**config.mk**
```make
export PLATFORM = sky130hd
export DESIGN_NAME = lsca_ctrl
export DESIGN_NICKNAME = d
export VERILOG_FILES = /design/src/rtl/lsca_pkg.sv /design/src/rtl/lsca_ctrl.sv
export VERILOG_INCLUDE_DIRS = /design/src /design/src/rtl
export SDC_FILE = /design/constraint.sdc
export NUM_CORES = 1
export LEC_CHECK = 0
export ABC_CLOCK_PERIOD_IN_PS = 3600
export BUFFER_PORTS_ARGS = -buffer_cell sky130_fd_sc_hd__buf_4
export CAP_MARGIN = 20
export CORE_MARGIN = 10
export CORE_UTILIZATION = 50
export CTS_CLUSTER_DIAMETER = 30
export CTS_CLUSTER_SIZE = 30
export DETAILED_ROUTE_END_ITERATION = 7
export GPL_TIMING_DRIVEN = 0
export PLACE_DENSITY = 0.84
export SYNTH_ARGS = -nofsm -noshare
export SYNTH_HDL_FRONTEND = slang
export SYNTH_SLANG_ARGS = --single-unit
```
**constraint.sdc**
```tcl
create_clock -name clk -period 3.6 [get_ports clk]
set_clock_uncertainty 0.05 [all_clocks]
set_input_delay 0.54 -clock clk [delete_from_list [all_inputs] [get_ports clk]]
set_output_delay 0.54 -clock clk [all_outputs]
set_load 0.05 [all_outputs]
```
**src/rtl/assert_macros.svh**
```systemverilog
// Assertion macros shared by the cost assembly RTL.
// Depends on nothing; users supply clk and rst_n in scope.
`ifndef ASSERT_MACROS_SVH
`define ASSERT_MACROS_SVH

// Same-cycle implication, disabled during reset.
`define LSCA_ASSERT_IMPL(lbl, ante, cons, msg) \
    lbl: assert property (@(posedge clk) disable iff (!rst_n) (ante) |-> (cons)) \
        else $error(msg);

// Next-cycle implication, disabled during reset.
`define LSCA_ASSERT_NEXT(lbl, ante, cons, msg) \
    lbl: assert property (@(posedge clk) disable iff (!rst_n) (ante) |=> (cons)) \
        else $error(msg);

`endif

```
**src/rtl/lsca_pkg.sv**
```systemverilog
// Shared constants, codes and types of the least-squares cost assembly.
// No dependencies; used by lsca_ctrl, lsca_datapath and the top level.
package lsca_pkg;

    localparam int TASK_DIM  = 18;
    localparam int MAT_DEPTH = TASK_DIM * TASK_DIM;
    localparam int MAT_AW    = (MAT_DEPTH > 1) ? $clog2(MAT_DEPTH) : 1;
    localparam int VEC_AW    = (TASK_DIM > 1) ? $clog2(TASK_DIM) : 1;

    localparam int IDX_W     = 5;
    localparam int REQ_W     = 3;
    localparam int VAL_W     = 32;
    localparam int ACC_W     = 64;
    localparam int FRAC_W    = 16;
    localparam int RND_W     = ACC_W - FRAC_W + 1;
    localparam int S_TDATA_W = 48;
    localparam int M_TDATA_W = 64;

    // request codes carried in s_tuser
    localparam logic [REQ_W-1:0] REQ_WR_JAC  = 3'd0;
    localparam logic [REQ_W-1:0] REQ_WR_RATE = 3'd1;
    localparam logic [REQ_W-1:0] REQ_WR_VEL  = 3'd2;
    localparam logic [REQ_W-1:0] REQ_WR_ACC  = 3'd3;
    localparam logic [REQ_W-1:0] REQ_RD_MAT  = 3'd4;
    localparam logic [REQ_W-1:0] REQ_RD_LIN  = 3'd5;

    // datapath operations, one issued per cycle at most
    typedef enum logic [2:0] {
        OP_NONE,
        OP_GRAM,    // acc += J[k][i] * J[k][j]
        OP_BKI,     // bk  = xa[k] << 16
        OP_RATE,    // bk -= Jd[k][m] * qd[m]
        OP_ROUND,   // b16 = round(bk)
        OP_LIN      // acc -= J[k][i] * b16
    } op_t;

    typedef enum logic [3:0] {
        ST_IDLE,
        ST_GRAM,
        ST_BKI,
        ST_LINP,
        ST_RATE,
        ST_ROUND,
        ST_DRAIN,
        ST_LLAST,
        ST_FLUSH,
        ST_DONE
    } state_t;

    typedef struct packed {
        op_t               op;
        logic              clear;
        logic              load_out;
        logic              wr_en;
        logic [REQ_W-1:0]  wr_sel;
        logic [MAT_AW-1:0] wr_mat_addr;
        logic [VEC_AW-1:0] wr_vec_addr;
        logic [MAT_AW-1:0] ja_addr;
        logic [MAT_AW-1:0] jb_addr;
        logic [MAT_AW-1:0] jd_addr;
        logic [VEC_AW-1:0] qd_addr;
        logic [VEC_AW-1:0] xa_addr;
    } cmd_t;

endpackage

```
**src/rtl/lsca_ctrl.sv**
```systemverilog
// Sequencer of the cost assembly: handshakes, loop counters, op issue.
// Depends on lsca_pkg and assert_macros.svh; drives lsca_datapath via cmd.
`include "assert_macros.svh"

module lsca_ctrl
(
    input  logic                          clk,
    input  logic                          rst_n,
    input  logic                          s_tvalid,
    output logic                          s_tready,
    input  logic [lsca_pkg::REQ_W-1:0]    req_type,
    input  logic [lsca_pkg::IDX_W-1:0]    row_index,
    input  logic [lsca_pkg::IDX_W-1:0]    column_index,
    output logic                          m_tvalid,
    input  logic                          m_tready,
    output lsca_pkg::cmd_t                cmd
);

    lsca_pkg::state_t state_reg, state_next;

    logic [lsca_pkg::VEC_AW-1:0] k_reg, k_next;
    logic [lsca_pkg::VEC_AW-1:0] m_reg, m_next;
    logic [lsca_pkg::MAT_AW-1:0] base_reg, base_next;
    logic [lsca_pkg::MAT_AW-1:0] prev_base_reg, prev_base_next;
    logic [lsca_pkg::VEC_AW-1:0] row_reg, row_next;
    logic [lsca_pkg::VEC_AW-1:0] col_reg, col_next;
    logic                        flush_reg, flush_next;
    logic                        out_vld_reg, out_vld_next;

    logic row_ok, col_ok, k_last, m_last, out_free;

    assign row_ok   = {1'b0, row_index} < (lsca_pkg::IDX_W + 1)'(lsca_pkg::TASK_DIM);
    assign col_ok   = {1'b0, column_index} < (lsca_pkg::IDX_W + 1)'(lsca_pkg::TASK_DIM);
    assign k_last   = k_reg == lsca_pkg::VEC_AW'(lsca_pkg::TASK_DIM - 1);
    assign m_last   = m_reg == lsca_pkg::VEC_AW'(lsca_pkg::TASK_DIM - 1);
    assign out_free = !out_vld_reg || m_tready;

    assign s_tready = state_reg == lsca_pkg::ST_IDLE;
    assign m_tvalid = out_vld_reg;

    // next state
    always_comb
    begin
        state_next = state_reg;
        unique case (state_reg)
            lsca_pkg::ST_IDLE:
            begin
                if (s_tvalid)
                begin
                    priority if (req_type == lsca_pkg::REQ_RD_MAT)
                        state_next = (row_ok && col_ok) ? lsca_pkg::ST_GRAM : lsca_pkg::ST_DONE;
                    else if (req_type == lsca_pkg::REQ_RD_LIN)
                        state_next = row_ok ? lsca_pkg::ST_BKI : lsca_pkg::ST_DONE;
                    else
                        state_next = lsca_pkg::ST_IDLE;
                end
            end
            lsca_pkg::ST_GRAM:
            begin
                if (k_last)
                    state_next = lsca_pkg::ST_FLUSH;
            end
            lsca_pkg::ST_BKI:
                state_next = (k_reg == '0) ? lsca_pkg::ST_RATE : lsca_pkg::ST_LINP;
            lsca_pkg::ST_LINP:
                state_next = lsca_pkg::ST_RATE;
            lsca_pkg::ST_RATE:
            begin
                if (m_last)
                    state_next = lsca_pkg::ST_ROUND;
            end
            lsca_pkg::ST_ROUND:
                state_next = k_last ? lsca_pkg::ST_DRAIN : lsca_pkg::ST_BKI;
            lsca_pkg::ST_DRAIN:
                state_next = lsca_pkg::ST_LLAST;
            lsca_pkg::ST_LLAST:
                state_next = lsca_pkg::ST_FLUSH;
            lsca_pkg::ST_FLUSH:
            begin
                if (flush_reg)
                    state_next = lsca_pkg::ST_DONE;
            end
            lsca_pkg::ST_DONE:
            begin
                if (out_free)
                    state_next = lsca_pkg::ST_IDLE;
            end
            default:
                state_next = lsca_pkg::ST_IDLE;
        endcase
    end

    // commands and loop counters
    always_comb
    begin
        cmd            = '0;
        cmd.op         = lsca_pkg::OP_NONE;
        k_next         = k_reg;
        m_next         = m_reg;
        base_next      = base_reg;
        prev_base_next = prev_base_reg;
        row_next       = row_reg;
        col_next       = col_reg;
        flush_next     = 1'b0;

        cmd.wr_sel      = req_type;
        cmd.wr_mat_addr = lsca_pkg::MAT_AW'(row_index * lsca_pkg::TASK_DIM + column_index);
        cmd.wr_vec_addr = row_index[lsca_pkg::VEC_AW-1:0];

        unique case (state_reg)
            lsca_pkg::ST_IDLE:
            begin
                if (s_tvalid)
                begin
                    row_next       = row_index[lsca_pkg::VEC_AW-1:0];
                    col_next       = column_index[lsca_pkg::VEC_AW-1:0];
                    k_next         = '0;
                    m_next         = '0;
                    base_next      = '0;
                    prev_base_next = '0;
                    priority if (req_type == lsca_pkg::REQ_WR_JAC ||
                                 req_type == lsca_pkg::REQ_WR_RATE)
                        cmd.wr_en = row_ok && col_ok;
                    else if (req_type == lsca_pkg::REQ_WR_VEL ||
                             req_type == lsca_pkg::REQ_WR_ACC)
                        cmd.wr_en = row_ok;
                    else if (req_type == lsca_pkg::REQ_RD_MAT ||
                             req_type == lsca_pkg::REQ_RD_LIN)
                        cmd.clear = 1'b1;
                    else
                        cmd.wr_en = 1'b0;
                end
            end
            lsca_pkg::ST_GRAM:
            begin
                cmd.op      = lsca_pkg::OP_GRAM;
                cmd.ja_addr = base_reg + lsca_pkg::MAT_AW'(row_reg);
                cmd.jb_addr = base_reg + lsca_pkg::MAT_AW'(col_reg);
                if (!k_last)
                begin
                    k_next    = k_reg + lsca_pkg::VEC_AW'(1);
                    base_next = base_reg + lsca_pkg::MAT_AW'(lsca_pkg::TASK_DIM);
                end
            end
            lsca_pkg::ST_BKI:
            begin
                cmd.op      = lsca_pkg::OP_BKI;
                cmd.xa_addr = k_reg;
                m_next      = '0;
            end
            lsca_pkg::ST_LINP:
            begin
                // linear step of the previous row, its b16 is settled by now
                cmd.op      = lsca_pkg::OP_LIN;
                cmd.ja_addr = prev_base_reg + lsca_pkg::MAT_AW'(row_reg);
            end
            lsca_pkg::ST_RATE:
            begin
                cmd.op      = lsca_pkg::OP_RATE;
                cmd.jd_addr = base_reg + lsca_pkg::MAT_AW'(m_reg);
                cmd.qd_addr = m_reg;
                if (!m_last)
                    m_next = m_reg + lsca_pkg::VEC_AW'(1);
            end
            lsca_pkg::ST_ROUND:
            begin
                cmd.op = lsca_pkg::OP_ROUND;
                if (!k_last)
                begin
                    k_next         = k_reg + lsca_pkg::VEC_AW'(1);
                    prev_base_next = base_reg;
                    base_next      = base_reg + lsca_pkg::MAT_AW'(lsca_pkg::TASK_DIM);
                end
            end
            lsca_pkg::ST_DRAIN:
                cmd.op = lsca_pkg::OP_NONE;
            lsca_pkg::ST_LLAST:
            begin
                cmd.op      = lsca_pkg::OP_LIN;
                cmd.ja_addr = base_reg + lsca_pkg::MAT_AW'(row_reg);
            end
            lsca_pkg::ST_FLUSH:
                flush_next = ~flush_reg;
            lsca_pkg::ST_DONE:
                cmd.load_out = out_free;
            default:
                cmd.op = lsca_pkg::OP_NONE;
        endcase
    end

    assign out_vld_next = cmd.load_out ? 1'b1 : (m_tready ? 1'b0 : out_vld_reg);

    always_ff @(posedge clk or negedge rst_n)
    begin
        if (!rst_n)
        begin
            state_reg     <= lsca_pkg::ST_IDLE;
            k_reg         <= '0;
            m_reg         <= '0;
            base_reg      <= '0;
            prev_base_reg <= '0;
            flush_reg     <= 1'b0;
            out_vld_reg   <= 1'b0;
        end
        else
        begin
            state_reg     <= state_next;
            k_reg         <= k_next;
            m_reg         <= m_next;
            base_reg      <= base_next;
            prev_base_reg <= prev_base_next;
            flush_reg     <= flush_next;
            out_vld_reg   <= out_vld_next;
        end
    end

    always_ff @(posedge clk)
    begin
        row_reg <= row_next;
        col_reg <= col_next;
    end

    `LSCA_ASSERT_IMPL(a_no_overwrite, cmd.load_out && out_vld_reg, m_tready, "result overwritten")
    `LSCA_ASSERT_IMPL(a_linp_after_bki, state_reg == lsca_pkg::ST_LINP, $past(state_reg) == lsca_pkg::ST_BKI, "linear step out of order")
    `LSCA_ASSERT_IMPL(a_done_drained, state_reg == lsca_pkg::ST_DONE && $past(state_reg) != lsca_pkg::ST_DONE, $past(state_reg) == lsca_pkg::ST_FLUSH || $past(state_reg) == lsca_pkg::ST_IDLE, "result before drain")
    `LSCA_ASSERT_NEXT(a_round_last, state_reg == lsca_pkg::ST_ROUND && k_last, state_reg == lsca_pkg::ST_DRAIN, "last row not drained")

endmodule

```
==> key figures <==
Global route
  • Vias in the first global route: 3150
  • Largest net degree at the start of global routing: 34
  • Overall routing resource usage: 0.173
  • Total gr overflow: 0
  • Grt met1 use: 0.208
  • First-pass GRT wire length: 15800 um
  • Met3 GRT Util: 0.0304
  • Initial antenna violation count: 0
  • Global-route met2 utilization: 0.301
  • Most Crowded Layer GR: met2

Logic synthesis
  • Top FF cell, synth: dfrtp_1
  • Part of the Yosys area used for sequential elements: 0.317
  • Top post-synthesis cells by count: nor2_1 (35), nand2_1 (34), dfrtp_1 (33)
  • Most frequent cell after synthesis: nor2_1
  • Yosys top cell area share: 0.232
  • Yosys warns: 0
  • Post-synth ARST share: 0.767
  • Post-synthesis cell count: 405
  • Largest family of logic cells by synthesized area: simple AND/OR/NAND/NOR gates
  • Complex-gate fraction of the synthesized area: 0.158
  • Synth unique cells: 58
  • #FFs+latches synth: 43
  • Simple-gate share of the synthesized area: 0.224
  • Top cells by area, synth: dfrtp_1 (23%), ha_1 (9.9%), edfxtp_1 (8.4%)
  • Cell taking the most area after synthesis: dfrtp_1
  • EDFF count, synth: 10
  • Multiplexer share of the synthesized area: 0.0380
  • Post-synthesis adder-cell area fraction: 0.127
  • Syn avg cell area: 8.78 sq um
  • Mapped cell area: 3550 sq um
  • XOR/XNOR share of the synthesized area: 0.0665

Drt
  • Total iterations of the first detailed-routing run: 4
  • WL per Instance: 15.9 um
  • Drt total wl: 9520 um
  • Initial DRC Count: 161
  • DRC: 0
  • DRT antenna net count: 0
  • Drt via density: 5.38
  • Vias after detailed routing: 3218

Die
  • Starting density of the core: 0.517
  • Die span in x: 104 um
  • Core Rows: 30
  • DIE HEIGHT: 104 um
  • Die area: 10900 sq um
  • Core Box Area: 6870 sq um
  • IO Pins: 79

Critical path
  • Startpoint Class: register
  • Kind of critical path: reg2out
  • Worst Path Arrival: 2.91 ns
  • CP cell instances: buf_4 > xnor2_4 > nand2_4 > and2_1 > ha_1 > inv_1 > fa_2 > nor2b_1 > o211ai_1 > a22oi_2 > buf_4 > xor2_1 > nor2_1 > buf_6
  • Worst Path Max Fanout: 10
  • Crit-path slowest cell: dfrtp_1
  • Crit path largest cell delay: 0.39 ns
  • Critical Path RT: 3.01 ns
  • CP Capture Type: output port
  • Worst path most repeated cell: buf_4

STA
  • Hold Vio Cnt, Final: 0
  • Final Max Tran Viols: 0
  • Fmax: 286 MHz
  • Slew HR: 0.413
  • Final WS setup: 0.102 ns
  • Worst Tran Pin Value: 0.874 ns
  • Setup violators final: 0
  • Tmin final: 3.50 ns
  • Setup TNS: 0 ns
  • Fin crit share: 0.972

Layout
  • Max reg flops: 9
  • Area delta synth->final: 27.2%
  • Ant. Diodes: 0
  • Nets@finish: 551
  • Filler cells: 571
  • Ratio of cells with drive above 1 in the final layout: 0.269
  • Fin cells: 598

Clock tree
  • CTS Buf Count: 5
  • Clk slew on worst S/H paths: 0.08 ns
  • CTS Sinks: 43
  • Max clock buf depth: 2
  • CTS Hold Bufs: 0
  • Clock latency on the worst-skew pair: 0.30 ns
  • H-Tree Depth: 2
  • CTS tree: built
  • Root buffer cell: clkbuf_8

Place
  • Placer Congestion: 0.897
  • Inst Count DP: 580
  • Port Buffer Count: 78
  • Final HPWL DP: 7440 um
  • DP Worst Slack: 0.0430 ns

Power
  • VDD IR max: 287 uV
  • Leakage: 2.10 nW
  • Pwr dens: 518 nW/um^2

Worst hold path
  • Hold/Removal Path Class: in2async

Run
  • Max Cap Viol: 0

Run status
  • Status: finished clean
==> through the flow <==
step / power, mW / area, sq um / utilization / hold slack [ns]
finish: 2.34 / 4520 / 0.658 / 0.120
floorplan: 1.59 / 3570 / - / 0.194
global placement: 1.91 / 4270 / 0.622 / 0.379
CTS: 2.31 / 4420 / 0.644 / 0.140
global route: 2.51 / 4520 / 0.658 / 0.147
detailed placement: 1.95 / 4270 / 0.622 / 0.379
==> layout make-up <==
cell class / count / area (sq um) / area share
well taps: 96 / 120 / 0.0266
flip-flops and latches: 43 / 1130 / 0.249
clock buffers: 8 / 100 / 0.0221
multi-input cells: 312 / 2250 / 0.498
repair buffers: 89 / 676 / 0.149
plain buffers: 27 / 161 / 0.0357
inverters: 23 / 86.3 / 0.0191
==> critical path, delay by kind of cell, from the launching register on <==
| family | cells | cell delay, ns |
|---|---|---|
| xor+xnor | 2 | 0.29 |
| buf+inv | 4 | 0.61 |
| compound gates | 2 | 0.36 |
| simple gates | 4 | 0.45 |
| fa+ha+maj | 2 | 0.52 |
| flops | 1 | 0.39 |
==> final timing paths <==
check | slack (ns) | from | end | cells past startpoint
worst max-delay path | 0.10 | state_reg[1]$_DFFE_PN0P_ | cmd[34] | 14
worst min-delay path | 0.12 | rst_n | k_reg[2]$_DFFE_PN0P_ | 1
worst max register to register | 1.41 | state_reg[3]$_DFFE_PN0P_ | base_reg[8]$_DFFE_PN0P_ | 7
worst min register to register | 0.39 | flush_reg$_DFF_PN0_ | flush_reg$_DFF_PN0_ | 1
max in group asynchronous | 3.04 | rst_n | state_reg[0]$_DFFE_PN0P_ | 1
min in group clk | 0.38 | column_index[0] | col_reg[0]$_DFFE_PP_ | 1
==> layout by cell type (no fill, tap or decap), types with 6 or more instances in the layout <==
cell type,count
and2_1,13
buf_4,100
ha_1,28
a21oi_1,16
clkbuf_8,7
nand2_1,34
o21ai_1,7
xnor2_1,12
nor2_1,35
nor2b_1,12
nand2b_1,6
nor3_1,11
xor2_1,14
o21ai_0,19
edfxtp_1,10
clkbuf_1,9
inv_1,22
dfrtp_1,32
nand3_1,9
a21o_1,7
mux2i_1,9
==> where the power goes <==
group / switching [mW] / internal (mW) / total (mW)
clock: 0.164 / 0.175 / 0.339
combinational: 0.846 / 0.467 / 1.31
sequential: 0.103 / 0.589 / 0.692
==> cells by family (layout without fill, tap and decap cells) <==
logic type	after synthesis	in the layout
and+or+nand+nor	152	152
AOI/OAI and AO/OA	85	85
buffers and inverters	51	147
DFF	43	43
adders and majority gates	33	33
xor gates and xnor gates	27	27
muxes	13	13
other	1	2
==> what timing repair did <==
item                                    in CTS  in global routing
setup buffers                                1                 10
endpoints found under the setup margin       4                  4
pin swaps                                    2                  4
resized for setup                            8                  9
==> layer usage <==
| metal | part of all wire | vias to the layer above |
|---|---|---|
| met2 | 0.52 | 73 |
| li1 | - | 1586 |
| met5 | 0 | - |
| met3 | 0.044 | 9 |
| met4 | 0.016 | 0 |
| met1 | 0.42 | 1550 |
Note: power is estimated with default switching activity, not from simulation.
